## src/fpr_pkg.sv

```systemverilog
package fpr_pkg;

    // configuration register indexes
    localparam int CFG_INDEX_W = 2;
    localparam logic [CFG_INDEX_W-1:0] REG_HEADER_FIRST  = 2'd0;
    localparam logic [CFG_INDEX_W-1:0] REG_HEADER_SECOND = 2'd1;

    // header reset values
    localparam logic [7:0] HEADER_FIRST_RESET  = 8'd170;
    localparam logic [7:0] HEADER_SECOND_RESET = 8'd85;

    // result status codes
    localparam logic [1:0] STATUS_OK      = 2'd0;
    localparam logic [1:0] STATUS_BAD_SUM = 2'd1;
    localparam logic [1:0] STATUS_BAD_LEN = 2'd2;

    // finished frame handed from the parser to the emitter
    typedef struct packed {
        logic [1:0]  status;
        logic [7:0]  command;
        logic [7:0]  frame_length;
        logic [15:0] error_count;
    } frame_job_t;

endpackage

```

## src/framed_packet_receiver.sv

```systemverilog
// Framed packet receiver: takes one received byte per request, hunts for the
// two configurable header bytes, then parses command, length, payload and an
// 8-bit sum checksum. Payload bytes are written into an internal one-port-read,
// one-port-write RAM as they arrive. Bytes are taken only while no results
// are pending. A bad length or bad checksum gives one error result
// (status 2 or 1) with the wrapped 16-bit error count; a good frame replays its
// payload from the RAM, one result per byte (or one empty result for length
// zero), with last set on the final one. While results are pending the byte
// input is stalled: each payload result passes through a RAM read, then the
// output register, plus any wait on out_ready, so a good frame holds the input
// from its checksum byte until its final result leaves. Configuration writes
// are always ready and should be issued only while no frame is in progress.
module framed_packet_receiver
    import fpr_pkg::*;
#(
    parameter int PAYLOAD_MAX = 32
) (
    input  logic                   clk,
    input  logic                   rst_n,
    // configuration
    input  logic                   cfg_valid,
    output logic                   cfg_ready,
    input  logic [CFG_INDEX_W-1:0] cfg_index,
    input  logic [7:0]             cfg_data,
    // received bytes
    input  logic                   in_valid,
    output logic                   in_ready,
    input  logic [7:0]             rx_byte,
    // results
    output logic                   out_valid,
    input  logic                   out_ready,
    output logic [1:0]             status,
    output logic [7:0]             command,
    output logic [7:0]             frame_length,
    output logic [4:0]             byte_index,
    output logic [7:0]             payload_byte,
    output logic                   has_byte,
    output logic                   last,
    output logic [15:0]            error_count
);

    localparam int AW = (PAYLOAD_MAX > 1) ? $clog2(PAYLOAD_MAX) : 1;
    localparam int CW = $clog2(PAYLOAD_MAX + 1);

    logic          wr_en;
    logic [AW-1:0] wr_addr;
    logic [7:0]    wr_data;
    logic          rd_en;
    logic [AW-1:0] rd_addr;
    logic [7:0]    rd_data;
    logic          job_valid;
    logic          job_ready;
    frame_job_t    job;

    assign cfg_ready = 1'b1;

    // header hunt, length and checksum
    fpr_parse #(
        .PAYLOAD_MAX (PAYLOAD_MAX),
        .AW          (AW),
        .CW          (CW)
    ) u_parse (
        .clk       (clk),
        .rst_n     (rst_n),
        .cfg_valid (cfg_valid),
        .cfg_index (cfg_index),
        .cfg_data  (cfg_data),
        .in_valid  (in_valid),
        .in_ready  (in_ready),
        .rx_byte   (rx_byte),
        .wr_en     (wr_en),
        .wr_addr   (wr_addr),
        .wr_data   (wr_data),
        .job_valid (job_valid),
        .job       (job),
        .job_ready (job_ready)
    );

    // payload RAM
    fpr_store #(
        .DEPTH (PAYLOAD_MAX),
        .AW    (AW)
    ) u_store (
        .clk     (clk),
        .wr_en   (wr_en),
        .wr_addr (wr_addr),
        .wr_data (wr_data),
        .rd_en   (rd_en),
        .rd_addr (rd_addr),
        .rd_data (rd_data)
    );

    // result replay
    fpr_emit #(
        .AW (AW),
        .CW (CW)
    ) u_emit (
        .clk          (clk),
        .rst_n        (rst_n),
        .job_valid    (job_valid),
        .job          (job),
        .job_ready    (job_ready),
        .rd_en        (rd_en),
        .rd_addr      (rd_addr),
        .rd_data      (rd_data),
        .out_valid    (out_valid),
        .out_ready    (out_ready),
        .status       (status),
        .command      (command),
        .frame_length (frame_length),
        .byte_index   (byte_index),
        .payload_byte (payload_byte),
        .has_byte     (has_byte),
        .last         (last),
        .error_count  (error_count)
    );

endmodule

```

## src/fpr_store.sv

```systemverilog
module fpr_store #(
    parameter int DEPTH = 32,
    parameter int AW    = 5
) (
    input  logic          clk,
    input  logic          wr_en,
    input  logic [AW-1:0] wr_addr,
    input  logic [7:0]    wr_data,
    input  logic          rd_en,
    input  logic [AW-1:0] rd_addr,
    output logic [7:0]    rd_data
);

    logic [7:0] mem [DEPTH];

    // write port
    always_ff @(posedge clk)
    begin
        if (wr_en)
        begin
            mem[wr_addr] <= wr_data;
        end
    end

    // registered read port
    always_ff @(posedge clk)
    begin
        if (rd_en)
        begin
            rd_data <= mem[rd_addr];
        end
    end

endmodule

```

## src/fpr_parse.sv

```systemverilog
module fpr_parse
    import fpr_pkg::*;
#(
    parameter int PAYLOAD_MAX = 32,
    parameter int AW          = 5,
    parameter int CW          = 6
) (
    input  logic                   clk,
    input  logic                   rst_n,
    // configuration writes
    input  logic                   cfg_valid,
    input  logic [CFG_INDEX_W-1:0] cfg_index,
    input  logic [7:0]             cfg_data,
    // received bytes
    input  logic                   in_valid,
    output logic                   in_ready,
    input  logic [7:0]             rx_byte,
    // payload store write port
    output logic                   wr_en,
    output logic [AW-1:0]          wr_addr,
    output logic [7:0]             wr_data,
    // finished frames
    output logic                   job_valid,
    output frame_job_t             job,
    input  logic                   job_ready
);

    typedef enum logic [2:0] {
        P_HUNT1,
        P_HUNT2,
        P_CMD,
        P_LEN,
        P_DATA,
        P_SUM
    } phase_t;

    phase_t        phase_reg;
    logic [7:0]    hdr1_reg;
    logic [7:0]    hdr2_reg;
    logic [7:0]    cmd_reg;
    logic [7:0]    len_reg;
    logic [CW-1:0] fill_reg;
    logic [7:0]    sum_reg;
    logic [15:0]   err_cnt_reg;

    logic          in_accept;
    logic          len_bad;
    logic          sum_good;
    logic [CW-1:0] fill_inc;
    logic [15:0]   err_cnt_inc;

    // input is held off while the emitter replays a frame or holds a result
    assign in_ready    = job_ready;
    assign in_accept   = in_valid && in_ready;
    assign len_bad     = rx_byte > 8'(PAYLOAD_MAX);
    assign sum_good    = rx_byte == sum_reg;
    assign fill_inc    = fill_reg + 1'b1;
    assign err_cnt_inc = err_cnt_reg + 16'd1;

    // payload bytes go straight to the store
    assign wr_en   = in_accept && (phase_reg == P_DATA);
    assign wr_addr = fill_reg[AW-1:0];
    assign wr_data = rx_byte;

    // frame end: bad length or checksum byte
    always_comb
    begin
        job_valid        = 1'b0;
        job.status       = STATUS_OK;
        job.command      = cmd_reg;
        job.frame_length = len_reg;
        job.error_count  = err_cnt_reg;
        case (phase_reg)
            P_LEN:
            begin
                job_valid        = in_valid && len_bad;
                job.status       = STATUS_BAD_LEN;
                job.frame_length = rx_byte;
                job.error_count  = err_cnt_inc;
            end
            P_SUM:
            begin
                job_valid = in_valid;
                if (!sum_good)
                begin
                    job.status      = STATUS_BAD_SUM;
                    job.error_count = err_cnt_inc;
                end
            end
            default:
            begin
                job_valid = 1'b0;
            end
        endcase
    end

    // header registers and frame parser
    always_ff @(posedge clk or negedge rst_n)
    begin
        if (!rst_n)
        begin
            phase_reg   <= P_HUNT1;
            hdr1_reg    <= HEADER_FIRST_RESET;
            hdr2_reg    <= HEADER_SECOND_RESET;
            cmd_reg     <= '0;
            len_reg     <= '0;
            fill_reg    <= '0;
            sum_reg     <= '0;
            err_cnt_reg <= '0;
        end
        else
        begin
            if (cfg_valid)
            begin
                case (cfg_index)
                    REG_HEADER_FIRST:  hdr1_reg <= cfg_data;
                    REG_HEADER_SECOND: hdr2_reg <= cfg_data;
                    default:           ;
                endcase
            end
            if (in_accept)
            begin
                case (phase_reg)
                    P_HUNT1:
                    begin
                        if (rx_byte == hdr1_reg)
                        begin
                            phase_reg <= P_HUNT2;
                        end
                    end
                    P_HUNT2:
                    begin
                        // second header byte wins, a repeated first byte keeps waiting
                        if (rx_byte == hdr2_reg)
                        begin
                            phase_reg <= P_CMD;
                        end
                        else if (rx_byte != hdr1_reg)
                        begin
                            phase_reg <= P_HUNT1;
                        end
                    end
                    P_CMD:
                    begin
                        cmd_reg   <= rx_byte;
                        phase_reg <= P_LEN;
                    end
                    P_LEN:
                    begin
                        len_reg  <= rx_byte;
                        sum_reg  <= cmd_reg + rx_byte;
                        fill_reg <= '0;
                        if (len_bad)
                        begin
                            err_cnt_reg <= err_cnt_inc;
                            phase_reg   <= P_HUNT1;
                        end
                        else if (rx_byte == 8'd0)
                        begin
                            phase_reg <= P_SUM;
                        end
                        else
                        begin
                            phase_reg <= P_DATA;
                        end
                    end
                    P_DATA:
                    begin
                        fill_reg <= fill_inc;
                        sum_reg  <= sum_reg + rx_byte;
                        if (8'(fill_inc) >= len_reg)
                        begin
                            phase_reg <= P_SUM;
                        end
                    end
                    P_SUM:
                    begin
                        if (!sum_good)
                        begin
                            err_cnt_reg <= err_cnt_inc;
                        end
                        phase_reg <= P_HUNT1;
                    end
                    default:
                    begin
                        phase_reg <= P_HUNT1;
                    end
                endcase
            end
        end
    end

endmodule

```

## src/fpr_emit.sv

```systemverilog
module fpr_emit
    import fpr_pkg::*;
#(
    parameter int AW = 5,
    parameter int CW = 6
) (
    input  logic          clk,
    input  logic          rst_n,
    // finished frames
    input  logic          job_valid,
    input  frame_job_t    job,
    output logic          job_ready,
    // payload store read port
    output logic          rd_en,
    output logic [AW-1:0] rd_addr,
    input  logic [7:0]    rd_data,
    // results
    output logic          out_valid,
    input  logic          out_ready,
    output logic [1:0]    status,
    output logic [7:0]    command,
    output logic [7:0]    frame_length,
    output logic [4:0]    byte_index,
    output logic [7:0]    payload_byte,
    output logic          has_byte,
    output logic          last,
    output logic [15:0]   error_count
);

    typedef enum logic [1:0] {
        E_IDLE,
        E_FETCH,
        E_HOLD
    } emit_state_t;

    emit_state_t   state_reg;
    frame_job_t    job_reg;
    logic [CW-1:0] idx_reg;
    logic          out_valid_reg;
    logic [4:0]    byte_index_reg;
    logic [7:0]    payload_reg;
    logic          has_byte_reg;
    logic          last_reg;

    logic          job_take;
    logic          job_replay;
    logic [CW-1:0] idx_inc;
    logic          out_take;

    assign job_ready  = state_reg == E_IDLE;
    assign job_take   = job_valid && job_ready;
    assign job_replay = (job.status == STATUS_OK) && (job.frame_length != 8'd0);
    assign idx_inc    = idx_reg + 1'b1;
    assign out_take   = out_valid_reg && out_ready;

    // read entry 0 when a frame with payload starts, the next entry when a non-final result leaves
    assign rd_en   = (job_take && job_replay) || ((state_reg == E_HOLD) && out_take && !last_reg);
    assign rd_addr = (state_reg == E_IDLE) ? '0 : idx_inc[AW-1:0];

    assign out_valid    = out_valid_reg;
    assign status       = job_reg.status;
    assign command      = job_reg.command;
    assign frame_length = job_reg.frame_length;
    assign error_count  = job_reg.error_count;
    assign byte_index   = byte_index_reg;
    assign payload_byte = payload_reg;
    assign has_byte     = has_byte_reg;
    assign last         = last_reg;

    // replay sequencer and output register
    always_ff @(posedge clk or negedge rst_n)
    begin
        if (!rst_n)
        begin
            state_reg      <= E_IDLE;
            out_valid_reg  <= 1'b0;
            idx_reg        <= '0;
            job_reg        <= '0;
            byte_index_reg <= '0;
            payload_reg    <= '0;
            has_byte_reg   <= 1'b0;
            last_reg       <= 1'b0;
        end
        else
        begin
            case (state_reg)
                E_IDLE:
                begin
                    if (job_take)
                    begin
                        job_reg <= job;
                        idx_reg <= '0;
                        if (job_replay)
                        begin
                            state_reg <= E_FETCH;
                        end
                        else
                        begin
                            // error or empty frame: one result without data
                            byte_index_reg <= '0;
                            payload_reg    <= '0;
                            has_byte_reg   <= 1'b0;
                            last_reg       <= 1'b1;
                            out_valid_reg  <= 1'b1;
                            state_reg      <= E_HOLD;
                        end
                    end
                end
                E_FETCH:
                begin
                    byte_index_reg <= 5'(idx_reg);
                    payload_reg    <= rd_data;
                    has_byte_reg   <= 1'b1;
                    last_reg       <= 8'(idx_inc) == job_reg.frame_length;
                    out_valid_reg  <= 1'b1;
                    state_reg      <= E_HOLD;
                end
                E_HOLD:
                begin
                    if (out_take)
                    begin
                        out_valid_reg <= 1'b0;
                        if (last_reg)
                        begin
                            state_reg <= E_IDLE;
                        end
                        else
                        begin
                            idx_reg   <= idx_inc;
                            state_reg <= E_FETCH;
                        end
                    end
                end
                default:
                begin
                    state_reg     <= E_IDLE;
                    out_valid_reg <= 1'b0;
                end
            endcase
        end
    end

    // a new frame only arrives with the output register empty
    a_job_when_empty: assert property (@(posedge clk) disable iff (!rst_n)
        job_take |-> !out_valid_reg)
        else $error("frame taken while a result is pending");

    // a data result always belongs to a good frame
    a_data_status_ok: assert property (@(posedge clk) disable iff (!rst_n)
        (out_valid_reg && has_byte_reg) |-> (job_reg.status == STATUS_OK))
        else $error("payload result with error status");

    // a result without data is the only one of its frame
    a_empty_is_last: assert property (@(posedge clk) disable iff (!rst_n)
        (out_valid_reg && !has_byte_reg) |-> last_reg)
        else $error("result without data not marked last");

    // a taken non-final result is followed by a store read, not a second result
    a_read_after_take: assert property (@(posedge clk) disable iff (!rst_n)
        (out_take && !last_reg) |=> (!out_valid_reg && (state_reg == E_FETCH)))
        else $error("replay skipped the store read");

endmodule
```

## config.mk

```make
export PLATFORM = sky130hd
export DESIGN_NAME = framed_packet_receiver
export DESIGN_NICKNAME = d
export VERILOG_FILES = /design/src/fpr_pkg.sv /design/src/framed_packet_receiver.sv /design/src/fpr_store.sv /design/src/fpr_parse.sv /design/src/fpr_emit.sv
export SDC_FILE = /design/constraint.sdc
export NUM_CORES = 1
export LEC_CHECK = 0
export ABC_AREA = 1
export BUFFER_PORTS_ARGS = -buffer_cell sky130_fd_sc_hd__buf_2
export CAP_MARGIN = 20
export CORE_MARGIN = 2
export CORE_UTILIZATION = 50
export CTS_BUF_LIST = sky130_fd_sc_hd__clkbuf_8 sky130_fd_sc_hd__clkbuf_16
export DETAILED_ROUTE_END_ITERATION = 16
export MAX_ROUTING_LAYER = met4
export PLACE_DENSITY = 0.7
export SYNTH_ARGS = -nofsm -noshare
export SYNTH_HDL_FRONTEND = slang
export SYNTH_HIERARCHICAL = 1
export SYNTH_SLANG_ARGS = --single-unit
```

## constraint.sdc

```tcl
create_clock -name clk -period 3.56 [get_ports clk]
set_clock_uncertainty 0.05 [all_clocks]
set_input_delay 0.712 -clock clk [delete_from_list [all_inputs] [get_ports clk]]
set_output_delay 0.712 -clock clk [all_outputs]
set_load 0.01 [all_outputs]
```

Word-level counts from Yosys, hierarchy flattened
Memories as Yosys holds them, arrays and structs flattened. A register that Yosys moved wholly into a read port is not among the register bits.
Cells that the tools add are included.

word-level totals
  register bits after elaboration = 123
  bits in latches = 0
  RAM bits = 256
  ROM bits = 0
  input port bits = 23
  output and inout bits = 52
  logic and storage cells = 123
  memories = 1

operators by class
  add/subtract/negate cells = 5
  multipliers = 0
  div/mod/pow operators = 0
  magnitude comparators = 2
  equal/unequal tests = 21
  shifts and indexed selects = 0
  mux-type cells = 43
  bitwise logic cells = 0
  reductions and logical operators = 32

memory list
  name         words  bits a word  rd ports  clocked after Yosys merged registers in  wr ports  line             source
  u_store.mem  32     8            1         1                                        1         fpr_store.sv:14  logic [7:0] mem [DEPTH];

operator list
  kind                                                                  number
  16-bit one-hot mux with 2 select lines                                2
  16-bit 2-to-1 mux                                                     2
  8-bit one-hot mux with 2 select lines                                 2
  8-bit equality test                                                   3
  8-bit 2-to-1 mux                                                      3
  6-bit one-hot mux with 2 select lines                                 2
  6-bit 2-to-1 mux                                                      3
  16-bit by 1-bit adder with 16-bit output, second input constant       1
  8-bit adder                                                           2
  3-bit 2-to-1 mux                                                      5
  5-bit 2-to-1 mux                                                      3
  3-bit one-hot mux with 5 select lines                                 1
  6-bit by 1-bit adder with 6-bit output, second input constant         2
  2-bit AND reduction                                                   6
  1-bit 2-to-1 mux                                                      10
  5-bit one-hot mux with 2 select lines                                 1
  1-bit logical AND                                                     9
  3-bit AND reduction                                                   3
  6-bit by 8-bit equality test with 1-bit output                        1
  6-bit by 8-bit >= comparator with 1-bit output                        1
  8-bit by 6-bit > comparator with 1-bit output, second input constant  1
  8-bit logical NOT                                                     1
  2-bit inequality test, second input constant                          4
  8-bit inequality test                                                 1
  other kinds (19)                                                      34

Depth between registers and ports, before layout
Gate-level depths: netlist of run 1.

  depth in word-level cells = 8
  mapped depth = 15
  gate-level depth less buffers = 15

Modules after synthesis
The synthesis of run 1 kept the hierarchy.

by module, submodules not included
  module                  instances  cells an instance  area each (um^2)  sequential area each (um^2)
  fpr_store               1          922                10866.7           7927.6
  fpr_parse               1          717                4824.6            1636.6
  fpr_emit                1          226                2512.4            1451.4
  framed_packet_receiver  1          2                  11.3              0.0

Least setup slack after synthesis of run 1
Ideal clock, no wire load.

  path type = input port to flip-flop
  from = input rx_byte[7]
  to = register u_store.rd_data[0] (read register of u_store.mem) (enable)
  arrival time = 2.511 ns
  required time = 3.126 ns
  setup slack = 0.615 ns
  stages on the path = 9
  path buffers = 1
  cells stage by stage = buf_2 -> nor2_2 -> nand2_1 -> nor2_1 -> inv_1 -> nand3_1 -> a21boi_0 -> inv_2 -> o21ai_0

RTL lines
  element                                        line                          source
  start: declaration                             framed_packet_receiver.sv:28  input logic [7:0] rx_byte,
  8-bit by 6-bit > comparator with 1-bit output  fpr_parse.sv:55               assign len_bad = rx_byte > 8'(PAYLOAD_MAX);
  1-bit logical AND                              fpr_parse.sv:76               job_valid = in_valid && len_bad;
  1-bit one-hot mux with 2 select lines          fpr_parse.sv:73               case (phase_reg)
  named net job_valid                            framed_packet_receiver.sv:51  logic job_valid;
  1-bit logical AND                              fpr_emit.sv:51                assign job_take = job_valid && job_ready;
  1-bit logical AND                              fpr_emit.sv:57                assign rd_en = (job_take && job_replay) || ((state_reg == E_HOLD) && out_take && !last_reg);
  1-bit logical OR                               fpr_emit.sv:57
  named net rd_en                                framed_packet_receiver.sv:48  logic rd_en;
  end: declaration                               fpr_store.sv:11               output logic [7:0] rd_data

The timed path passes the listed nets, and every way through them passes these cells.
A chain may end at the register's enable or synchronous reset.

Worst setup path in the final report of run 1
  from = register u_emit.state_reg[1]
  to = register u_store.rd_data[3] (read register of u_store.mem) (data pin)

RTL lines
  element                   line                          source
  start: declaration        fpr_emit.sv:36                emit_state_t state_reg;
  start signal: assignment  fpr_emit.sv:75                state_reg <= E_IDLE;
  start signal: assignment  fpr_emit.sv:95                state_reg <= E_FETCH;
  start signal: assignment  fpr_emit.sv:105               state_reg <= E_HOLD;
  2-bit logical NOT         fpr_emit.sv:58                assign rd_addr = (state_reg == E_IDLE) ? '0 : idx_inc[AW-1:0];
  5-bit 2-to-1 mux          fpr_emit.sv:58
  named net rd_addr[0]      framed_packet_receiver.sv:49  logic [AW-1:0] rd_addr;

The timed path passes the listed nets, and every way through them passes these cells.

==> impl_metrics.py, run 1 <==
metrics = {
    "worst_setup_path": {
        "worstPathCellList": "nor2_2, buf_4, nor2_4, clkinv_2, buf_12, nand2_1, nand3_1, nand3_1, nand2_1, nand2_1, nand2_1, nand2_1, nand2_1",
        "timing.rr.start": "u_emit/state_reg[1]",
        "cp-end-kind": "register",
        "path_delay_family": "buffers and inverters",
        "critical_path_class": "reg2reg",
        "setup.worst_path.start": "u_emit/state_reg[1]",
        "arrival_ns": 3.10,
        "cp_max_fo": 58,
        "crit_path_top_delay_cell": "dfrtp_1",
        "max_stage_delay_ns": 0.52,
        "path_common_cell": "nand2_1",
        "worst-path-buf-inv": 3,
        "start_kind": "register",
        "cp_data_required_time_ns": 3.82,
    },
    "synthesis": {
        "ys_seq_area_share_pct": 60.48,
        "synth_ff_type": "edfxtp_1",
        "synth_edf_count": 264,
        "post_synth.cell_area_avg_sq_um": 9.756,
        "synth.distinct_cells": 47,
        "syn_nets": 1907,
        "async_flop_share_pct": 31.78,
        "syn-cell-area_sq_mm": 0.01821,
        "synth_warnings": 6,
        "ys_ff_latch": 387,
        "syn_inst": 1867,
    },
    "clock_tree": {
        "cts.sinks": 387,
        "cts_buffer_depth": 3,
        "insertion_delay_ns": 0.55,
        "cts-root-buf": "clkbuf_16",
        "clkTransAtPathRegs_ns": 0.06,
        "ctsHtreeMaxLevel": 2,
        "hold_buffers": 0,
        "cts_resized": 0,
        "cts_buffers": 42,
        "cts_tree": "yes",
        "cts_setup_buffers": 0,
    },
    "final_layout": {
        "final_common_cell": "nand2_1",
        "multi_input_area_sq_mm": 0.006046,
        "final_nets": 1996,
        "ff_latch_area_sq_mm": 0.01102,
        "final_cell_mix": "642 x nand2_1, 264 x edfxtp_1, 262 x nand3_1",
        "drive_above_1_share_pct": 13.70,
        "insertedDiodeCount": 0,
        "largest_reg_flops": 256,
        "syn_to_final_growth_pct": 11.44,
        "nFillCells": 3050,
        "final_core_util_pct": 56.79,
    },
    "floorplanning": {
        "rows": 69,
        "fp.dieH_um": 194.9,
        "core-area_sq_mm": 0.03574,
        "initial_utilization_pct": 50.96,
        "io_pins": 75,
        "die_x_um": 194.9,
        "dieArea_sq_mm": 0.03797,
    },
    "timing": {
        "drv_slew": 0,
        "tightest_slew_ns": 0.8623,
        "final_hold_viol_count": 0,
        "final.min_clock_period_ns": 2.842,
        "slew-limit-headroom_pct": 42.51,
        "finalSetupViolCount": 0,
        "holdWs_ns": 0.1542,
        "tns_ns": 0,
        "grt_setup_unrepaired": "false",
        "post-route-period-util_pct": 79.82,
        "fmax_mhz": 351.9,
    },
    "routing": {
        "ant_nets": 0,
        "finalWirelength_um": 44290,
        "dr.pass1.iters": 6,
        "via_per_inst": 5.494,
        "drc": 0,
        "dr_total_vias": 13450,
        "wl_per_cell_um": 18.10,
        "drtIter0Drc": 1370,
    },
    "run_status": {
        "status": "complete, no violations",
    },
    "power_and_ir_drop": {
        "p_leak_nw": 8.771,
        "power.density_mw_per_mm2": 484.3,
        "vdd_drop_max_v": 0.0003710,
    },
    "place": {
        "port_buffers": 73,
        "hpwl_um": 29320,
        "gp_congestion": 0.9168,
    },
    "global_routing": {
        "grt_usage_pct": 24.32,
        "antenna_found_initial": 0,
        "gr-total-overflow": 0,
        "grt_pass1_wl_um": 70780,
        "grt_max_degree": 81,
        "grt_pass1_vias": 13010,
    },
    "job": {
        "cap_violations": 0,
    },
    "min_path": {
        "worst_hold_path_type": "in2async",
    },
}
[kinds of logic (layout without fill, tap and decap cells)]
kind of cell               count (synthesis)  after routing  share of synthesized area (%)
DFF                                      387            387                          60.48
and+or+nand+nor                         1056           1056                          24.74
other                                      1              1                        0.02059
adders and majority gates                 17             17                          1.209
xor gates and xnor gates                  21             21                          1.010
buffers and inverters                    220            339                          6.429
AOI/OAI and AO/OA                        136            136                          4.321
muxes                                     29             29                          1.793
[routing by layer]
layer | GRT usage, % | wire, um
met1 | 32.61 | 19110
met2 | 38.40 | 20970
met3 | 3.280 | 2785
met4 | 8.453 | 1430
met5 | - | 0
[final timing paths]
check	to	slack, ns	depth (start not counted)
worst max-delay path	u_store/rd_data[3]	0.72	13
worst min-delay path	u_emit/error_count[11]	0.15	1
worst min register to register	u_emit/has_byte	0.41	2
max in group asynchronous	u_parse/hdr2_reg[2]	2.44	2
min in group clk	u_parse/hdr2_reg[4]	0.35	3
worst max register to register	u_store/rd_data[3]	0.72	13
[power by group]
part	internal, mW	total, mW	switching (mW)
Clock	2.33	4.07	1.74
Combinational	0.237	0.692	0.455
Sequential	4.94	5.07	0.126
Total	7.51	9.83	2.32
[metrics by stage]
step	worst slack [ns]	total power, mW	instances	cell area, sq um
6_report	0.7184	9.831	2447	20300
5_1_grt	0.5847	10.17	2447	20300
3_3_place_gp	0.5350	5.818	2372	19010
3_5_place_dp	0.5407	5.843	2372	19010
2_1_floorplan	0.6154	5.586	1867	18220
4_1_cts	0.6689	9.895	2446	20290
[layout make-up]
cell class                 count  area share [%]
inverter                     127           2.379
multi-input combinational   1260           29.78
timing repair buffer         138           4.401
clock inverter                30           1.017
clock buffer                  44           5.313
sequential                   387           54.27
tap                          461           2.841
[cell usage after synthesis (13+ instances only)]
cell type	instances	area [sq um]
nand2_1	642	2410
mux2_2	28	315.3
dfrtp_1	115	2878
buf_2	26	130.1
nand4_1	17	106.4
inv_1	114	427.9
clkbuf_1	13	48.80
o21ai_0	60	300.3
nor2_1	101	379.1
edfxtp_1	264	7928
nand3_1	262	1311
buf_4	22	165.2
a21oi_1	28	140.1
buf_6	30	337.8
ha_1	16	200.2
[worst register-to-register path, stage by stage, from the launching register on]
cell and delay (ns):
dfrtp_1 0.52, nor2_2 0.10, buf_4 0.21, nor2_4 0.14
clkinv_2 0.43, buf_12 0.40, nand2_1 0.14, nand3_1 0.07
nand3_1 0.16, nand2_1 0.12, nand2_1 0.08, nand2_1 0.06
nand2_1 0.05, nand2_1 0.06
(Power assumes the default switching activity.)
==> inputs of run 2 (changes only) <==
--- a/config.mk
+++ b/config.mk
@@ -13,7 +13,7 @@
 export CTS_BUF_LIST = sky130_fd_sc_hd__clkbuf_8 sky130_fd_sc_hd__clkbuf_16
 export DETAILED_ROUTE_END_ITERATION = 16
 export MAX_ROUTING_LAYER = met4
-export PLACE_DENSITY = 0.7
+export PLACE_DENSITY = 0.72
 export SYNTH_ARGS = -nofsm -noshare
 export SYNTH_HDL_FRONTEND = slang
 export SYNTH_HIERARCHICAL = 1
==> constraint.sdc (replaced) <==
create_clock -name clk -period 2.6 [get_ports clk]
set_clock_uncertainty 0.05 [all_clocks]
set_input_delay 0.52 -clock clk [delete_from_list [all_inputs] [get_ports clk]]
set_output_delay 0.52 -clock clk [all_outputs]
set_load 0.01 [all_outputs]
==> run 2 against run 1 <==
Against the previous run:
- register-to-register slack got worse by 0.57 ns
- non-clock buffer count increased by 21
- sequential cell count unchanged
- total power increased by 40%
- critical endpoint is now u_store/rd_data[1]
- core utilization increased by 0.99 points
- setup slack got worse by 0.57 ns
- clock power increased by 44%
- via count decreased by 0.18%
==> impl_metrics.py, run 2 (synthesized netlist as in run 1, its figures left out) <==
metrics = {
    "place": {
        "placed_area_sq_mm": 0.01924,
        "gp_congestion": 0.9548,
        "hpwl_um": 29360,
        "port_buffers": 73,
    },
    "final_layout": {
        "syn_to_final_growth_pct": 13.39,
        "final_core_util_pct": 57.79,
        "fin_area_sq_mm": 0.02065,
        "insertedDiodeCount": 0,
        "final_common_cell": "nand2_1",
        "final_cell_mix": "642 x nand2_1, 264 x edfxtp_1, 260 x nand3_1",
        "multi_input_area_sq_mm": 0.006071,
        "ff_latch_area_sq_mm": 0.01102,
        "largest_reg_flops": 256,
        "drive_above_1_share_pct": 15.22,
        "final_nets": 2017,
        "nFillCells": 3029,
    },
    "worst_setup_path": {
        "cp-end-kind": "register",
        "path_delay_family": "simple AND/OR/NAND/NOR gates",
        "crit_path_top_delay_cell": "dfrtp_1",
        "path_common_cell": "nand2_1",
        "arrival_ns": 2.66,
        "cp_max_fo": 24,
        "start_kind": "register",
        "critical_path_class": "reg2reg",
        "worstPathCellList": "nor2_2, buf_4, nor2_4, inv_2, buf_4, nand3_1, nand3_1, nand2_1, nand2_1, nand2_1, nand2_1, nand2_1",
        "cp_data_required_time_ns": 2.81,
        "max_stage_delay_ns": 0.40,
        "worst-path-buf-inv": 3,
    },
    "global_routing": {
        "grt_pass1_vias": 13070,
        "grt_max_degree": 64,
        "grt_usage_pct": 23.97,
        "gr-total-overflow": 0,
        "antenna_found_initial": 0,
        "grt_pass1_wl_um": 69850,
    },
    "job": {
        "cap_violations": 0,
    },
    "timing": {
        "final.min_clock_period_ns": 2.453,
        "post-route-period-util_pct": 94.33,
        "drv_slew": 0,
        "tightest_slew_ns": 0.5836,
        "final_hold_viol_count": 0,
        "finalSetupViolCount": 0,
        "fmax_mhz": 407.7,
        "slew-limit-headroom_pct": 60.98,
        "grt_setup_unrepaired": "false",
    },
    "power_and_ir_drop": {
        "vdd_drop_max_v": 0.0006134,
        "power.density_mw_per_mm2": 667.1,
        "switching_share_pct": 23.42,
        "combPwrFrac_pct": 7.2,
        "net-switching-power_mw": 3.226,
        "pwr-share-clk_pct": 42.5,
        "power_frac_seq_pct": 50.3,
        "p_int_mw": 10.55,
        "p_leak_nw": 8.906,
    },
    "clock_tree": {
        "cts.sinks": 387,
        "cts_buffer_depth": 3,
        "cts_tree": "yes",
        "cts_buffers": 42,
        "cts_setup_buffers": 0,
        "ctsHtreeMaxLevel": 2,
        "insertion_delay_ns": 0.54,
        "cts-root-buf": "clkbuf_16",
        "clkTransAtPathRegs_ns": 0.06,
    },
    "floorplanning": {
        "io_pins": 75,
        "dieArea_sq_mm": 0.03797,
        "fp.dieH_um": 194.9,
        "initial_utilization_pct": 50.96,
        "die_x_um": 194.9,
        "core-area_sq_mm": 0.03574,
        "rows": 69,
    },
    "routing": {
        "drtIter0Drc": 1276,
        "finalWirelength_um": 43580,
        "dr_total_vias": 13420,
        "drc": 0,
        "ant_nets": 0,
        "wl_per_cell_um": 17.63,
        "via_per_inst": 5.429,
        "dr.pass1.iters": 6,
    },
    "min_path": {
        "worst_hold_path_type": "in2reg",
    },
    "run_status": {
        "status": "complete, no violations",
    },
}
==> run 2: area by class of cell <==
cell class / instances / share of cell area [%]
Clock inverter: 34 / 1.387
Timing Repair Buffer: 159 / 5.464
Tap cell: 461 / 2.793
Clock buffer: 44 / 5.277
Multi-Input combinational cell: 1260 / 29.39
Inverter: 127 / 2.338
Sequential cell: 387 / 53.35
==> run 2: power by group through the flow <==
stage / Sequential, mW / Combinational (mW) / Clock, mW
3_5_place_dp: 7.05 / 0.971 / 0
3_3_place_gp: 7.04 / 0.936 / 0
6_report: 6.94 / 0.986 / 5.86
5_1_grt: 6.96 / 1.11 / 6.22
4_1_cts: 6.93 / 0.979 / 5.96
2_1_floorplan: 7.02 / 0.626 / 0
==> run 2: path summary, 6_finish.rpt <==
path	from	to	slack, ns	cells after the start
setup reg to reg	u_emit/state_reg[0]	u_store/rd_data[1]	0.15	12
hold / removal	cfg_data[1]	u_parse/hdr1_reg[1]	0.17	3
max in group asynchronous	rst_n	u_parse/hdr1_reg[7]	1.24	3
min in group asynchronous	rst_n	u_parse/err_cnt_reg[14]	0.47	2
hold reg to reg	u_emit/has_byte	u_emit/has_byte	0.42	2
setup / recovery	u_emit/state_reg[0]	u_store/rd_data[1]	0.15	12
==> run 2: layer usage <==
metal	GRT usage, %	vias to the layer above	wire length [um]	share of wire, %
met5	-	-	0	0
met3	3.089	83	2400	5.5
li1	-	6473	-	-
met2	39.59	438	21470	49
met4	6.559	0	1032	2.4
met1	31.46	6427	18680	43
==> run 2: tightest hold or removal path, cell delays in order <==
cell,delay (ns)
buf_2,0.10
inv_1,0.05
o21ai_0,0.08
==> run 2: timing repair <==
action / CTS / global route
endpoints found under the setup margin: 8 / 113
pin swaps: 0 / 1
hold buffers: 1 / 0
resized for setup: 1 / 10
endpoints found under the hold margin: 39 / 0
==> run 2: through the flow <==
stage          setup TNS, ns  worst slack [ns]  power, mW  std cells  hold slack [ns]
6_report                   0            0.1475      13.78       2472           0.1713
4_1_cts                    0           0.03321      13.87       2472           0.1645
2_1_floorplan              0           0.09182      7.649       1867           0.1744
3_3_place_gp         -0.8551           -0.1070      7.981       2393           0.4020
3_5_place_dp          -1.265           -0.1582      8.022       2393           0.4031
5_1_grt                    0          0.003982      14.29       2472           0.1826
==> inputs of run 3 (changes only) <==
--- a/config.mk
+++ b/config.mk
@@ -5,7 +5,6 @@
 export SDC_FILE = /design/constraint.sdc
 export NUM_CORES = 1
 export LEC_CHECK = 0
-export ABC_AREA = 1
 export BUFFER_PORTS_ARGS = -buffer_cell sky130_fd_sc_hd__buf_2
 export CAP_MARGIN = 20
 export CORE_MARGIN = 2
==> run 3 against run 2 <==
Against the previous run:
- the run now ends with negative setup slack left
- synthesized cell count shrank 46%
- final area decreased by 2.3%
- sequential power decreased by 3.6%
- total power fell by 8.6%
- combinational power down 66%
- non-clock buffer count is 54 higher
- worst hold slack improved by 0.0070 ns
- setup slack got worse by 0.32 ns
- final cell count down 32%
- via count decreased by 28%
- critical path depth fell by 4
- wire length down 13%
- critical path type unchanged
- critical endpoint is now u_store/rd_data[5]
==> impl_metrics.py, run 3 <==
metrics = {
    "timing": {
        "slew-limit-headroom_pct": 54.49,
        "drv_slew": 0,
        "final_hold_viol_count": 0,
        "post-route-period-util_pct": 106.6,
        "fmax_mhz": 360.7,
        "grt_setup_unrepaired": "true",
        "final.min_clock_period_ns": 2.773,
        "setup_slack_ns": -0.1728,
        "finalSetupViolCount": 8,
        "tightest_slew_ns": 0.6797,
    },
    "synthesis": {
        "synth.distinct_cells": 75,
        "synth_warnings": 6,
        "yosysMostFrequentCell": "edfxtp_1",
        "syn_nets": 1047,
        "synth_top_area_share_pct": 47.04,
        "synth_edf_count": 264,
        "syn-cell-area_sq_mm": 0.01685,
        "synth_top_cells_by_area": "edfxtp_1 47%, dfrtp_1 17%, mux4_2 11%, mux2_2 3.7%, xnor2_1 2.2%",
        "syn_inst": 1007,
        "synth_ff_type": "edfxtp_1",
        "async_flop_share_pct": 31.78,
        "yosys.area.top_type": "edfxtp_1",
        "ys_ff_latch": 387,
        "synth_common_cells": "264 x edfxtp_1, 115 x dfrtp_1, 80 x mux4_2",
        "post_synth.cell_area_avg_sq_um": 16.73,
        "ys_seq_area_share_pct": 65.37,
    },
    "worst_setup_path": {
        "timing.rr.start": "u_emit/idx_reg[0]",
        "worstPathCellList": "ha_4, nand2b_4, a21oi_4, buf_12, buf_12, mux4_2, mux4_2, mux2_4",
        "critical_path_class": "reg2reg",
        "crit_path_top_delay_cell": "mux4_2",
        "worst-path-buf-inv": 2,
        "cp.depth": 8,
        "r2r_cells": 8,
        "cp_data_required_time_ns": 2.85,
        "setup.worst_path.start": "u_emit/idx_reg[0]",
        "path_delay_family": "multiplexers",
        "cp_max_fo": 8,
        "rr_endpoint": "u_store/rd_data[5]",
        "cp-end-kind": "register",
        "crit_path_end": "u_store/rd_data[5]",
        "start_kind": "register",
        "r2r_slack_ns": -0.17,
        "arrival_ns": 3.02,
        "max_stage_delay_ns": 0.53,
    },
    "global_routing": {
        "gr-total-overflow": 0,
        "grt_pass1_vias": 9610,
        "antenna_found_initial": 1,
        "grt_max_degree": 63,
        "grt_usage_pct": 22.02,
        "grt_pass1_wl_um": 57250,
    },
    "final_layout": {
        "largest_reg_flops": 256,
        "syn_to_final_growth_pct": 19.77,
        "multi_input_area_sq_mm": 0.005503,
        "final_common_cell": "edfxtp_1",
        "nFillCells": 2395,
        "final_cell_mix": "264 x edfxtp_1, 113 x dfrtp_1, 112 x buf_4",
        "drive_above_1_share_pct": 39.30,
        "final_nets": 1238,
        "ff_latch_area_sq_mm": 0.01102,
        "fin_area_sq_mm": 0.02018,
    },
    "clock_tree": {
        "insertion_delay_ns": 0.54,
        "cts_buffers": 40,
        "ctsHtreeMaxLevel": 2,
        "cts.sinks": 387,
        "cts-root-buf": "clkbuf_16",
        "clkTransAtPathRegs_ns": 0.06,
        "cts_tree": "yes",
        "cts_buffer_depth": 3,
    },
    "power_and_ir_drop": {
        "p_leak_nw": 7.944,
        "vdd_drop_max_v": 0.0004294,
        "power.density_mw_per_mm2": 624.2,
    },
    "floorplanning": {
        "rows": 67,
        "core-area_sq_mm": 0.03336,
        "fp.dieH_um": 187.6,
        "initial_utilization_pct": 50.51,
        "dieArea_sq_mm": 0.03519,
        "io_pins": 75,
        "die_x_um": 187.6,
    },
    "routing": {
        "ant_nets": 0,
        "via_per_inst": 5.741,
        "dr.pass1.iters": 5,
        "finalWirelength_um": 37960,
        "wl_per_cell_um": 22.62,
        "dr_total_vias": 9633,
        "drc": 0,
        "drtIter0Drc": 920,
    },
    "place": {
        "placed_area_sq_mm": 0.01848,
        "port_buffers": 73,
        "post-place-ws_ns": -0.1866,
        "gp_congestion": 0.8543,
        "hpwl_um": 24420,
    },
    "run_status": {
        "violations": "negative setup slack",
        "status": "finished with violations",
    },
    "min_path": {
        "worst_hold_path_type": "in2reg",
    },
    "job": {
        "cap_violations": 0,
    },
}
[run 3: repair_timing]
item                                    CTS  global route
hold endpoints to repair                 17             0
hold buffers                              1             0
setup buffers                            11             1
gates cloned                              3             2
endpoints found under the setup margin   10            34
gates resized for setup                  19            27
pin swaps                                 3             5
[run 3: through the flow]
| stage | power (mW) | util (%) | TNS [ns] | cells | hold slack (ns) |
|---|---|---|---|---|---|
| floorplan | 6.982 | - | 0 | 1007 | 0.1744 |
| global placement | 7.130 | 55.38 | -0.5540 | 1588 | 0.3642 |
| detailed placement | 7.140 | 55.38 | -1.094 | 1588 | 0.3687 |
| CTS | 12.68 | 59.97 | -0.9057 | 1674 | 0.1664 |
| global route | 12.98 | 60.49 | -1.608 | 1678 | 0.1789 |
| finish | 12.60 | 60.49 | -1.195 | 1678 | 0.1783 |
[run 3: power breakdown]
group	switching [mW]	internal (mW)	leakage, nW
combinational	0.203	0.130	3.26
sequential	0.0324	6.66	4.00
clock	2.35	3.23	0.682
[run 3: cell families (layout without fill, tap and decap cells)]
kind of cell	count (synthesis)	count (layout)	synth area share, %
simple gates	207	207	6.296
buf+inv	76	298	2.903
flops	387	387	65.37
compound gates	91	91	3.883
mux	157	157	16.28
xor+xnor	71	71	3.943
fa+ha+maj	17	17	1.307
other cells	1	2	0.02225
[run 3: how the worst min path moves through the flow]
stage                 from                     end  slack, ns  depth (start not counted)
6_report       cfg_data[3]     u_parse/hdr2_reg[3]       0.18                          2
5_1_grt        cfg_data[7]     u_parse/hdr2_reg[7]       0.18                          2
4_1_cts        cfg_data[3]     u_parse/hdr2_reg[3]       0.17                          2
3_5_place_dp         rst_n  u_emit/payload_byte[2]       0.37                          1
3_3_place_gp         rst_n         u_emit/has_byte       0.36                          1
2_1_floorplan        rst_n    u_emit/byte_index[0]       0.17                          0
[run 3: final cells by class]
type	instances	share of cell area [%]
flip-flops and latches	387	54.59
multi-input cells	544	27.26
repair buffers	213	8.716
clock buffers	40	4.959
well taps	448	2.777
clock inverters	33	1.444
inverters	12	0.2356
diodes	1	0.01240
[run 3: metal layers]
metal	share of wire, %	track usage (%)	wire length (um)	up-vias
met3	7.9	4.847	2997	71
met4	2.6	6.481	989	0
met1	41	29.91	15690	4933
met5	0	-	0	-
met2	48	33.70	18280	417
li1	-	-	-	4212
